### src/rtl/dstq_pkg.sv
// ----------------------------------------------------------------------------
// dstq_pkg
// Shared types and constants for the deadline-sorted task queue.
// ----------------------------------------------------------------------------
package dstq_pkg;

  localparam int MODE_W     = 2;
  localparam int STATUS_W   = 2;
  localparam int YEAR_W     = 14;
  localparam int FIELD_W    = 7;
  localparam int KEY_W      = YEAR_W + 4 * FIELD_W;
  localparam int TAG_PORT_W = 16;

  typedef enum logic [MODE_W-1:0] {
    MODE_INSERT = 2'd0,
    MODE_REMOVE = 2'd1,
    MODE_UPDATE = 2'd2,
    MODE_READ   = 2'd3
  } mode_t;

  typedef enum logic [STATUS_W-1:0] {
    STAT_OK        = 2'd0,
    STAT_NOT_FOUND = 2'd1,
    STAT_FULL      = 2'd2
  } status_t;

  // controller -> datapath
  typedef struct packed {
    logic    load;    // capture transaction fields
    logic    ins;     // sorted insert of captured key/tag
    logic    rem;     // delete entry at captured rank
    logic    rd;      // read entry at captured rank into result
    logic    emit;    // register result payload
    status_t status;
  } dp_cmd_t;

  // datapath -> controller
  typedef struct packed {
    logic rank_ok;
    logic full;
  } dp_stat_t;

endpackage

### src/rtl/deadline_sorted_task_queue.sv
// Sequencing: accept in idle, then execute, then reinsert for update, which
//   removes and then reinserts; out_valid is registered from the last state.
// A new transaction is held off by busy until the sequencer is back in idle,
//   so the block does not take one before it is through with the last.
// Reset (rst_n low, synchronous): entry count zero, sequencer idle, no strobe.
// Results cannot be held off; out_valid is high for exactly one cycle.
// ----------------------------------------------------------------------------
// deadline_sorted_task_queue
// Bounded table of deadline-keyed entries kept in ascending key order, with
// insert, remove, update and read by 1-based rank.
// ----------------------------------------------------------------------------
module deadline_sorted_task_queue #(
  parameter int DEPTH    = 16,
  parameter int TAG_BITS = 16,
  localparam int CNT_W   = $clog2(DEPTH + 1)
) (
  input  logic                            clk,
  input  logic                            rst_n,
  // command channel: a transaction is taken when start && !busy
  input  logic                            start,
  output logic                            busy,
  input  logic [dstq_pkg::MODE_W-1:0]     in_mode,
  input  logic [CNT_W-1:0]                in_rank,
  input  logic [dstq_pkg::YEAR_W-1:0]     in_due_year,
  input  logic [dstq_pkg::FIELD_W-1:0]    in_due_month,
  input  logic [dstq_pkg::FIELD_W-1:0]    in_due_day,
  input  logic [dstq_pkg::FIELD_W-1:0]    in_due_hour,
  input  logic [dstq_pkg::FIELD_W-1:0]    in_due_minute,
  input  logic [dstq_pkg::TAG_PORT_W-1:0] in_tag,
  // result channel: one cycle per transaction, marked by out_valid
  output logic                            out_valid,
  output logic [dstq_pkg::STATUS_W-1:0]   out_status,
  output logic [CNT_W-1:0]                out_entry_count,
  output logic [dstq_pkg::YEAR_W-1:0]     out_read_year,
  output logic [dstq_pkg::FIELD_W-1:0]    out_read_month,
  output logic [dstq_pkg::FIELD_W-1:0]    out_read_day,
  output logic [dstq_pkg::FIELD_W-1:0]    out_read_hour,
  output logic [dstq_pkg::FIELD_W-1:0]    out_read_minute,
  output logic [dstq_pkg::TAG_PORT_W-1:0] out_read_tag
);
  import dstq_pkg::*;

  // Command / status between sequencer and cell array.
  // The sequencer latches the mode on accept, checks rank and fullness in
  // the execute cycle, and for update issues remove then insert on
  // consecutive cycles so the insert compares against the compacted table.
  dp_cmd_t  cmd;
  dp_stat_t stat;

  dstq_ctrl u_ctrl (
    .clk       (clk),
    .rst_n     (rst_n),
    .start     (start),
    .in_mode   (in_mode),
    .stat      (stat),
    .busy      (busy),
    .out_valid (out_valid),
    .cmd       (cmd)
  );

  // Cell array: every cell compares the new key at once, then the array
  // shifts by one to open (insert) or close (remove) a slot.
  dstq_datapath #(
    .DEPTH    (DEPTH),
    .TAG_BITS (TAG_BITS)
  ) u_dp (
    .clk             (clk),
    .rst_n           (rst_n),
    .cmd             (cmd),
    .stat            (stat),
    .in_rank         (in_rank),
    .in_due_year     (in_due_year),
    .in_due_month    (in_due_month),
    .in_due_day      (in_due_day),
    .in_due_hour     (in_due_hour),
    .in_due_minute   (in_due_minute),
    .in_tag          (in_tag),
    .out_status      (out_status),
    .out_entry_count (out_entry_count),
    .out_read_year   (out_read_year),
    .out_read_month  (out_read_month),
    .out_read_day    (out_read_day),
    .out_read_hour   (out_read_hour),
    .out_read_minute (out_read_minute),
    .out_read_tag    (out_read_tag)
  );

endmodule

### src/rtl/dstq_ctrl.sv
// ----------------------------------------------------------------------------
// dstq_ctrl
// Sequencer: decodes the transaction mode and steps the cell array.
// ----------------------------------------------------------------------------
module dstq_ctrl (
  input  logic                         clk,
  input  logic                         rst_n,
  input  logic                         start,
  input  logic [dstq_pkg::MODE_W-1:0]  in_mode,
  input  dstq_pkg::dp_stat_t           stat,
  output logic                         busy,
  output logic                         out_valid,
  output dstq_pkg::dp_cmd_t            cmd
);
  import dstq_pkg::*;

  typedef enum logic [1:0] {
    S_IDLE,
    S_EXEC,
    S_REINS
  } state_t;

  state_t  state_r, state_nxt;
  mode_t   mode_r;
  logic    out_valid_r;

  always_comb begin
    state_nxt  = state_r;
    cmd        = '0;
    cmd.status = STAT_OK;
    case (state_r)
      S_IDLE: begin
        if (start) begin
          cmd.load  = 1'b1;
          state_nxt = S_EXEC;
        end
      end
      S_EXEC: begin
        state_nxt = S_IDLE;
        cmd.emit  = 1'b1;
        case (mode_r)
          MODE_INSERT: begin
            if (stat.full) cmd.status = STAT_FULL;
            else           cmd.ins    = 1'b1;
          end
          MODE_REMOVE: begin
            if (!stat.rank_ok) cmd.status = STAT_NOT_FOUND;
            else               cmd.rem    = 1'b1;
          end
          MODE_UPDATE: begin
            if (!stat.rank_ok) begin
              cmd.status = STAT_NOT_FOUND;
            end else begin
              cmd.rem   = 1'b1;
              cmd.emit  = 1'b0;
              state_nxt = S_REINS;
            end
          end
          MODE_READ: begin
            if (!stat.rank_ok) cmd.status = STAT_NOT_FOUND;
            else               cmd.rd     = 1'b1;
          end
          default: cmd.status = STAT_NOT_FOUND;
        endcase
      end
      S_REINS: begin
        // removal left room, so the reinsert always succeeds
        cmd.ins   = 1'b1;
        cmd.emit  = 1'b1;
        state_nxt = S_IDLE;
      end
      default: state_nxt = S_IDLE;
    endcase
  end

  always_ff @(posedge clk) begin
    if (!rst_n) begin
      state_r     <= S_IDLE;
      mode_r      <= MODE_INSERT;
      out_valid_r <= 1'b0;
    end else begin
      state_r     <= state_nxt;
      out_valid_r <= cmd.emit;
      if (cmd.load) mode_r <= mode_t'(in_mode);
    end
  end

  assign busy      = (state_r != S_IDLE);
  assign out_valid = out_valid_r;

endmodule

### src/rtl/dstq_datapath.sv
// ----------------------------------------------------------------------------
// dstq_datapath
// Sorted cell array with parallel key compare, shift and result registers.
// ----------------------------------------------------------------------------
module dstq_datapath #(
  parameter int DEPTH    = 16,
  parameter int TAG_BITS = 16,
  localparam int CNT_W   = $clog2(DEPTH + 1),
  localparam int IDX_W   = $clog2(DEPTH)
) (
  input  logic                            clk,
  input  logic                            rst_n,
  input  dstq_pkg::dp_cmd_t               cmd,
  output dstq_pkg::dp_stat_t              stat,
  input  logic [CNT_W-1:0]                in_rank,
  input  logic [dstq_pkg::YEAR_W-1:0]     in_due_year,
  input  logic [dstq_pkg::FIELD_W-1:0]    in_due_month,
  input  logic [dstq_pkg::FIELD_W-1:0]    in_due_day,
  input  logic [dstq_pkg::FIELD_W-1:0]    in_due_hour,
  input  logic [dstq_pkg::FIELD_W-1:0]    in_due_minute,
  input  logic [dstq_pkg::TAG_PORT_W-1:0] in_tag,
  output logic [dstq_pkg::STATUS_W-1:0]   out_status,
  output logic [CNT_W-1:0]                out_entry_count,
  output logic [dstq_pkg::YEAR_W-1:0]     out_read_year,
  output logic [dstq_pkg::FIELD_W-1:0]    out_read_month,
  output logic [dstq_pkg::FIELD_W-1:0]    out_read_day,
  output logic [dstq_pkg::FIELD_W-1:0]    out_read_hour,
  output logic [dstq_pkg::FIELD_W-1:0]    out_read_minute,
  output logic [dstq_pkg::TAG_PORT_W-1:0] out_read_tag
);
  import dstq_pkg::*;

  // only bits that fit both the port and TAG_BITS are kept
  localparam int TW = (TAG_BITS < TAG_PORT_W) ? TAG_BITS : TAG_PORT_W;

  logic [KEY_W-1:0] key_r;
  logic [TW-1:0]    tag_r;
  logic [CNT_W-1:0] rank_r;
  logic [CNT_W-1:0] count_r, count_nxt;
  logic [CNT_W-1:0] rank_m1;

  logic [KEY_W-1:0] cell_key_r   [DEPTH];
  logic [TW-1:0]    cell_tag_r   [DEPTH];
  logic [KEY_W-1:0] cell_key_nxt [DEPTH];
  logic [TW-1:0]    cell_tag_nxt [DEPTH];
  logic [DEPTH-1:0] moves;

  logic [KEY_W-1:0] rd_key;
  logic [TW-1:0]    rd_tag;

  logic [STATUS_W-1:0]   status_r;
  logic [CNT_W-1:0]      ocount_r;
  logic [KEY_W-1:0]      okey_r;
  logic [TAG_PORT_W-1:0] otag_r;

  assign rank_m1      = rank_r - CNT_W'(1);
  assign stat.rank_ok = (rank_r != '0) && (rank_r <= count_r);
  assign stat.full    = (count_r == CNT_W'(DEPTH));

  // Each cell: moves[i] when it holds a valid key strictly above the new one.
  // Sorted order makes moves[] a run of ones from the insert point to the tail.
  for (genvar i = 0; i < DEPTH; i++) begin : g_cell
    logic             valid, at_end, prev_moves, has_next, past_rank;
    logic [KEY_W-1:0] prev_key, next_key;
    logic [TW-1:0]    prev_tag, next_tag;

    assign valid     = (CNT_W'(i) < count_r);
    assign at_end    = (CNT_W'(i) == count_r);
    assign past_rank = (CNT_W'(i) >= rank_m1);
    assign moves[i]  = valid && (key_r < cell_key_r[i]);

    if (i == 0) begin : g_first
      assign prev_moves = 1'b0;
      assign prev_key   = key_r;
      assign prev_tag   = tag_r;
    end else begin : g_mid
      assign prev_moves = moves[i-1];
      assign prev_key   = cell_key_r[i-1];
      assign prev_tag   = cell_tag_r[i-1];
    end

    if (i == DEPTH - 1) begin : g_last
      assign has_next = 1'b0;
      assign next_key = cell_key_r[i];
      assign next_tag = cell_tag_r[i];
    end else begin : g_body
      assign has_next = 1'b1;
      assign next_key = cell_key_r[i+1];
      assign next_tag = cell_tag_r[i+1];
    end

    assign cell_key_nxt[i] =
      (cmd.ins && prev_moves)                       ? prev_key :
      (cmd.ins && (moves[i] || at_end))             ? key_r    :
      (cmd.rem && has_next && past_rank)            ? next_key :
                                                      cell_key_r[i];
    assign cell_tag_nxt[i] =
      (cmd.ins && prev_moves)                       ? prev_tag :
      (cmd.ins && (moves[i] || at_end))             ? tag_r    :
      (cmd.rem && has_next && past_rank)            ? next_tag :
                                                      cell_tag_r[i];
  end

  always_comb begin
    count_nxt = count_r;
    if (cmd.ins)      count_nxt = count_r + CNT_W'(1);
    else if (cmd.rem) count_nxt = count_r - CNT_W'(1);
  end

  assign rd_key = cell_key_r[rank_m1[IDX_W-1:0]];
  assign rd_tag = cell_tag_r[rank_m1[IDX_W-1:0]];

  always_ff @(posedge clk) begin
    if (!rst_n) begin
      count_r <= '0;
    end else begin
      count_r <= count_nxt;
    end
  end

  always_ff @(posedge clk) begin
    cell_key_r <= cell_key_nxt;
    cell_tag_r <= cell_tag_nxt;
    if (cmd.load) begin
      key_r  <= {in_due_year, in_due_month, in_due_day, in_due_hour, in_due_minute};
      tag_r  <= in_tag[TW-1:0];
      rank_r <= in_rank;
    end
    if (cmd.emit) begin
      status_r <= cmd.status;
      ocount_r <= count_nxt;
      okey_r   <= cmd.rd ? rd_key : '0;
      otag_r   <= cmd.rd ? TAG_PORT_W'(rd_tag) : '0;
    end
  end

  assign out_status      = status_r;
  assign out_entry_count = ocount_r;
  assign out_read_year   = okey_r[KEY_W-1 -: YEAR_W];
  assign out_read_month  = okey_r[4*FIELD_W-1 -: FIELD_W];
  assign out_read_day    = okey_r[3*FIELD_W-1 -: FIELD_W];
  assign out_read_hour   = okey_r[2*FIELD_W-1 -: FIELD_W];
  assign out_read_minute = okey_r[FIELD_W-1:0];
  assign out_read_tag    = otag_r;

endmodule

### config.mk
export PLATFORM = sky130hd
export DESIGN_NAME = deadline_sorted_task_queue
export DESIGN_NICKNAME = d
export VERILOG_FILES = /design/src/rtl/dstq_pkg.sv /design/src/rtl/deadline_sorted_task_queue.sv /design/src/rtl/dstq_ctrl.sv /design/src/rtl/dstq_datapath.sv
export SDC_FILE = /design/constraint.sdc
export NUM_CORES = 2
export LEC_CHECK = 0
export BUFFER_PORTS_ARGS = -buffer_cell sky130_fd_sc_hd__buf_4
export CAP_MARGIN = 20
export CORE_MARGIN = 4
export CORE_UTILIZATION = 40
export DETAILED_ROUTE_END_ITERATION = 12
export GPL_TIMING_DRIVEN = 1
export PLACE_DENSITY = 0.56
export REMOVE_ABC_BUFFERS = 1
export SLEW_MARGIN = 20
export SYNTH_ARGS = -nofsm -noshare
export SYNTH_HDL_FRONTEND = slang
export SYNTH_SLANG_ARGS = --single-unit
### constraint.sdc
create_clock -name clk -period 9.8 [get_ports clk]
set_input_delay 1.47 -clock clk [delete_from_list [all_inputs] [get_ports clk]]
set_output_delay 1.47 -clock clk [all_outputs]
set_load 0.05 [all_outputs]
# ---- Yosys cells after proc, flatten, opt, wreduce, memory -nomap -nowiden
# Index checks and enable logic that the tools add are counted.
dict set report totals {
  input_bits 68
  regBits 1066
  output_inout_bits 67
}
dict set report op_classes {
  eq_ne 22
  muxes 119
  order_cmp 49
  n_reduce_logical 102
  n_bitwise 1
  n_addsub 3
}
# op count
set ops {}
lappend ops {{$mux W42} 48}
lappend ops {{$mux W16} 48}
lappend ops {{$lt A42 B42 Y1} 16}
lappend ops {{$bmux W42 S4} 1}
lappend ops {{$bmux W16 S4} 1}
lappend ops {{$logic_and A1 B1 Y1} 63}
lappend ops {{$reduce_bool A3 Y1} 14}
lappend ops {{$eq A4 B5 Y1 const A} 8}
lappend ops {{$lt A4 B5 Y1 const A} 8}
lappend ops {{$ge A4 B5 Y1 const A} 7}
lappend ops {{$eq A3 B5 Y1 const A} 4}
lappend ops {{$ge A3 B5 Y1 const A} 4}
lappend ops {{$lt A3 B5 Y1 const A} 4}
lappend ops {{$logic_or A1 B1 Y1} 16}
lappend ops {{$eq A2 B5 Y1 const A} 2}
lappend ops {{$ge A1 B5 Y1 const A} 2}
lappend ops {{$ge A2 B5 Y1 const A} 2}
lappend ops {{$lt A1 B5 Y1 const A} 2}
lappend ops {{$lt A2 B5 Y1 const A} 2}
lappend ops {{$mux W1} 10}
lappend ops {{$mux W2} 5}
lappend ops {{$mux W5} 2}
lappend ops {{$sub A5 B1 Y5 const B} 2}
lappend ops {{$pmux W2 S2} 2}
lappend ops {{16 further kinds} 23}

# ---- Depth between registers and ports, before layout
dict set report depth {
  depth_word 9
  depth_mapped 15
  depth_no_buf 10
}

# ---- Hierarchy
# Synthesis repeated with hierarchy kept, for this count alone.
dict set report hier_totals {
  cells_unflattened 6991
  hier_area_um2 75987.9
}
# mod cells_each instances area_each_um2 seq_area_each_um2
set modules_own_cells {}
lappend modules_own_cells {dstq_datapath 6949 1 75630.0 31810.5}
lappend modules_own_cells {dstq_ctrl 42 1 357.8 100.1}

# ---- Least setup slack after synthesis
# No wires, ideal clock.
dict set report synth_path {
  kind {register to register}
  startpoint {reg u_dp.rank_r[0]}
  endpoint {reg u_dp.cell_key_r, in the netlist u_dp.g_cell[1].prev_key[0] (enable)}
  setup_slack_ps 3250
  arrival_ps 6065
  required_ps 9314
  synth_period_minus_slack_ps 6550
  stages_incl_launch_ff 15
  cell_sequence {edfxtp_1 > clkbuf_1 > buf_2 > clkbuf_1 > clkbuf_1 > inv_1 > ha_1 > nand4_1 > mux2i_1 > a21oi_1 > nor4b_1 > and2_0 > clkbuf_1 > nand2_1 > o21bai_1}
}
dict set report synth_via {
  elab_chain_len 7
  word_cells_on_any_way 10
  classes_between {1 x add/sub; 2 x order compare; 3 x mux; 4 x reduce/logical}
}
# item line_no
set synth_rtl {}
lappend synth_rtl {{from (decl)} dstq_datapath.sv:38} ;# logic [CNT_W-1:0] rank_r;
lappend synth_rtl {{from (signal assigned)} dstq_datapath.sv:127} ;# rank_r <= in_rank;
lappend synth_rtl {{parallel branches: the longest is 5 deep, another holds $sub A5 B1 Y5} --}
lappend synth_rtl {{$logic_and A1 B1 Y1 *} dstq_datapath.sv:95} ;# (cmd.rem && has_next && past_rank) ? next_key :
lappend synth_rtl {{$reduce_bool A2 Y1 (no source line) *} --}
lappend synth_rtl {{to (signal assigned)} dstq_datapath.sv:122} ;# cell_key_r <= cell_key_nxt;
lappend synth_rtl {{to (decl)} dstq_datapath.sv:42} ;# logic [KEY_W-1:0] cell_key_r [DEPTH];
# Mark *: on every way between the ends.
# A chain may end at the register's enable or synchronous reset.

# ---- Worst setup path in the final report
dict set report layout_path {
  startpoint {reg u_dp.count_r[1]}
  endpoint {reg u_dp.cell_key_r, in the netlist u_dp.g_cell[1].prev_key[20] (enable)}
}
dict set report layout_via {
  elab_chain_len 7
  word_cells_on_any_way 16
  classes_between {2 x order compare; 1 x eq/ne; 6 x mux; 7 x reduce/logical}
}
# item line_no
set layout_rtl {}
lappend layout_rtl {{from (decl)} dstq_datapath.sv:39} ;# logic [CNT_W-1:0] count_r, count_nxt;
lappend layout_rtl {{from (signal assigned)} dstq_datapath.sv:117} ;# count_r <= count_nxt;
lappend layout_rtl {{$le A5 B5 Y1} dstq_datapath.sv:57} ;# assign stat.rank_ok = (rank_r != '0) && (rank_r <= count_r);
lappend layout_rtl {{$logic_and A1 B1 Y1} dstq_datapath.sv:57}
lappend layout_rtl {{$mux W1} {dstq_ctrl.sv:47, dstq_ctrl.sv:51}}
lappend layout_rtl {{$mux W1} --}
lappend layout_rtl {{$mux W2} dstq_ctrl.sv:31} ;# case (state_r)
lappend layout_rtl {{$logic_and A1 B1 Y1} dstq_datapath.sv:95}
lappend layout_rtl {{$reduce_bool A2 Y1 (no source line) *} --}
# Mark *: on every way between the ends. The rest lies on a longest branch, timed or not.

==> flow_summary.ini <==
[synthesis]
netlist_area_um2 = 75000
syn_area_per_cell_um2 = 10.7
ys.warnings.count = 0
synth.distinct_cells = 77
async_flop_share_pct = 0
ys_ff_latch = 1066
synthCells = 6973
synth-edff-count = 1056
ys_seq_area_share_pct = 42.6
synthFlopType = edfxtp_1

[timing]
slew_headroom_pct = 18.1
tightest_slew_ps = 1230
finalCritPeriodShare_pct = 70.0
period_needed_ps = 6860
finalSetupViolations = 0
final_max_slew_viol_count = 0
setup_tns_ps = 0
finalClockSkew_ps = 42.3
hold_slack_ps = 512
rsz0062_at_grt = no
max_freq_mhz = 146
finalHoldViolations = 0

[clock_tree]
cts_tree = yes
clk_pin_slew_ps = 60
postCtsSetupBuffers = 0
htreeDepth = 4
clk_latency_ps = 830
cts_root_buffer = clkbuf_16
cts-resized-gates = 0
clockBufferDepth = 3
numCtsBuffers = 137
cts.sinks = 1066
holdBufCountCts = 0

[worst_setup_path]
reg2reg_depth = 12
cp_max_fo = 36
criticalPathCategory = flip-flop to flip-flop
crit_arrival_ps = 7270
critPathLaunchType = flip-flop
cp-end-kind = flip-flop
cp.required_ps = 10210

[detailed_routing]
drtIter0Drc = 6818
wl_per_cell_um = 28.4
drc = 0
drt_wl_total_um = 270000
ant_nets = 0
viasPerCell = 6.13
dr_total_vias = 58200
firstDrtPassIters = 6

[finish]
stdcell_area_um2 = 82900
syn2layout_area_growth_pct = 10.7
multi_input_area_um2 = 39000
layout_commonest_cell = edfxtp_1
drive_above_1_share_pct = 13.5
layout_common_cells = edfxtp_1, a21oi_1, inv_1
nFillCells = 17500
final_nets = 7658
regArea_um2 = 31900

[global_routing]
track_usage_pct = 27.2
antenna_found_initial = 7
grt_pass1_wl_um = 394000
overflow = 0
grt_pass1_vias = 56800
grt_max_degree = 107

[floorplan]
dieHeight_um = 441
pin_count = 135
start_util_pct = 40.3
coreArea_um2 = 186000
die_area_um2 = 194000
die_w_um = 441
rows = 158

[job]
cap_violations = 0

[power_and_ir_drop]
peakVddDrop_mv = 0.114
leakage_nw = 35.1
cellPowerDensity_nw_per_um2 = 137

[placed_design]
dpl-instance-area_um2 = 78600
hpwl_um = 182000
place_congestion = 0.953
io_buffers = 134

[hold_path]
hp-class = flip-flop to flip-flop
hold_depth = 2

[outcome]
status = finished clean
==> final timing paths <==
kind / start / end / slack, ps
setup / recovery: u_dp.count_r[1] / u_dp.g_cell[1].prev_key[20] / 2940
hold / removal: u_ctrl.mode_r[1] / u_ctrl.mode_r[1] / 510
setup reg to reg: u_dp.count_r[1] / u_dp.g_cell[1].prev_key[20] / 2940
hold reg to reg: u_ctrl.mode_r[1] / u_ctrl.mode_r[1] / 510
==> per-layer routing <==
layer  global-route usage (%)  up-vias  part of all wire (%)
li1                         -    26100                     -
met1                     37.8    29000                    43
met2                     42.1     2622                    45
met3                     4.80      453                   7.9
met4                     11.2        6                   4.5
met5                        0        -                 0.017
==> flip-flops by register name (all words and copies together) (netlist names) <==
register,flops
u_ctrl.mode_r,2
u_ctrl.out_valid,1
u_ctrl.state_r,2
u_dp.count_r,5
u_dp.g_cell.next_key,546
u_dp.g_cell.next_tag,208
u_dp.g_cell.prev_key,168
u_dp.g_cell.prev_tag,64
u_dp.okey_r,42
u_dp.out_entry_count,5
u_dp.out_read_tag,16
u_dp.out_status,2
u_dp.rank_r,5
==> cells in the mapped netlist (5+ instances only) <==
library cell	number	share of area (%)
nor3_1	33	0.22
and3_1	11	0.092
and2_1	12	0.10
mux2_2	128	1.9
nand3_1	179	1.2
inv_1	686	3.4
nand4_1	141	1.2
and4_1	13	0.15
clkbuf_1	314	1.6
xnor2_1	6	0.070
mux2i_1	540	7.2
o31ai_1	6	0.060
dfxtp_1	10	0.27
o21ai_0	173	1.2
a21o_1	80	0.80
o2111ai_1	8	0.093
buf_2	87	0.58
nor2_1	475	2.4
a211o_1	12	0.14
nor3b_1	5	0.050
nor2b_1	83	0.69
nand2b_1	17	0.14
a221oi_1	18	0.21
a2111oi_0	16	0.19
mux4_2	290	8.7
a21oi_1	745	5.0
nor4_1	18	0.15
ha_1	677	11
or4_1	6	0.060
mux2_1	15	0.23
o21ai_1	65	0.43
o221ai_1	166	1.9
nand2_1	520	2.6
a211oi_1	35	0.35
a22oi_1	86	0.86
o211ai_1	13	0.13
a31oi_1	67	0.56
a21boi_0	7	0.070
o21a_1	19	0.19
buf_4	21	0.21
edfxtp_1	1056	42
buf_1	54	0.27
==> report_power, final <==
part	switching, mW	leakage [nW]	total (mW)	internal (mW)
registers	0.0644	9.68	5.12	5.05
clock network	2.19	2.06	4.93	2.75
logic	0.823	23.4	1.35	0.531
==> cell families after synthesis <==
group / after synthesis / share of synthesized area, %
compound gates: 1552 / 12.6
simple gates: 1534 / 9.23
buf+inv: 1164 / 6.10
flops: 1066 / 42.6
mux: 973 / 18.1
fa+ha+maj: 677 / 11.3
xor+xnor: 7 / 0.0818
==> worst max-delay path, cell delays in order (launching register included) <==
cell       delay [ps]
dfxtp_1           530
inv_1             280
ha_1              440
nand4bb_1         250
a22oi_2           280
a21oi_1           290
o211a_2           400
nor3b_1           970
o221ai_1          900
nand2_4           590
o21bai_4          200
buf_4             460
buf_4             760
==> layout make-up <==
cell class | count | share of cell area (%)
antenna | 2 | 0.00603
inverter | 686 | 3.11
timing repair buffer | 279 | 2.59
tap | 2480 | 3.74
sequential | 1066 | 38.5
clock inverter | 66 | 0.786
multi-input combinational | 4743 | 47.0
clock buffer | 174 | 4.31
==> metrics by stage <==
| step | setup WS, ps | total power [mW] | cells | util (%) |
|---|---|---|---|---|
| after floorplan | -8710 | 6.16 | 6495 | - |
| after global placement | 3110 | 6.53 | 9249 | 42.3 |
| after detailed placement | 3100 | 6.55 | 9252 | 42.3 |
| after CTS | 3050 | 11.5 | 9492 | 44.6 |
| after global routing | 3020 | 11.8 | 9494 | 44.6 |
| final | 2940 | 11.4 | 9496 | 44.6 |
(Power assumes the default switching activity.)
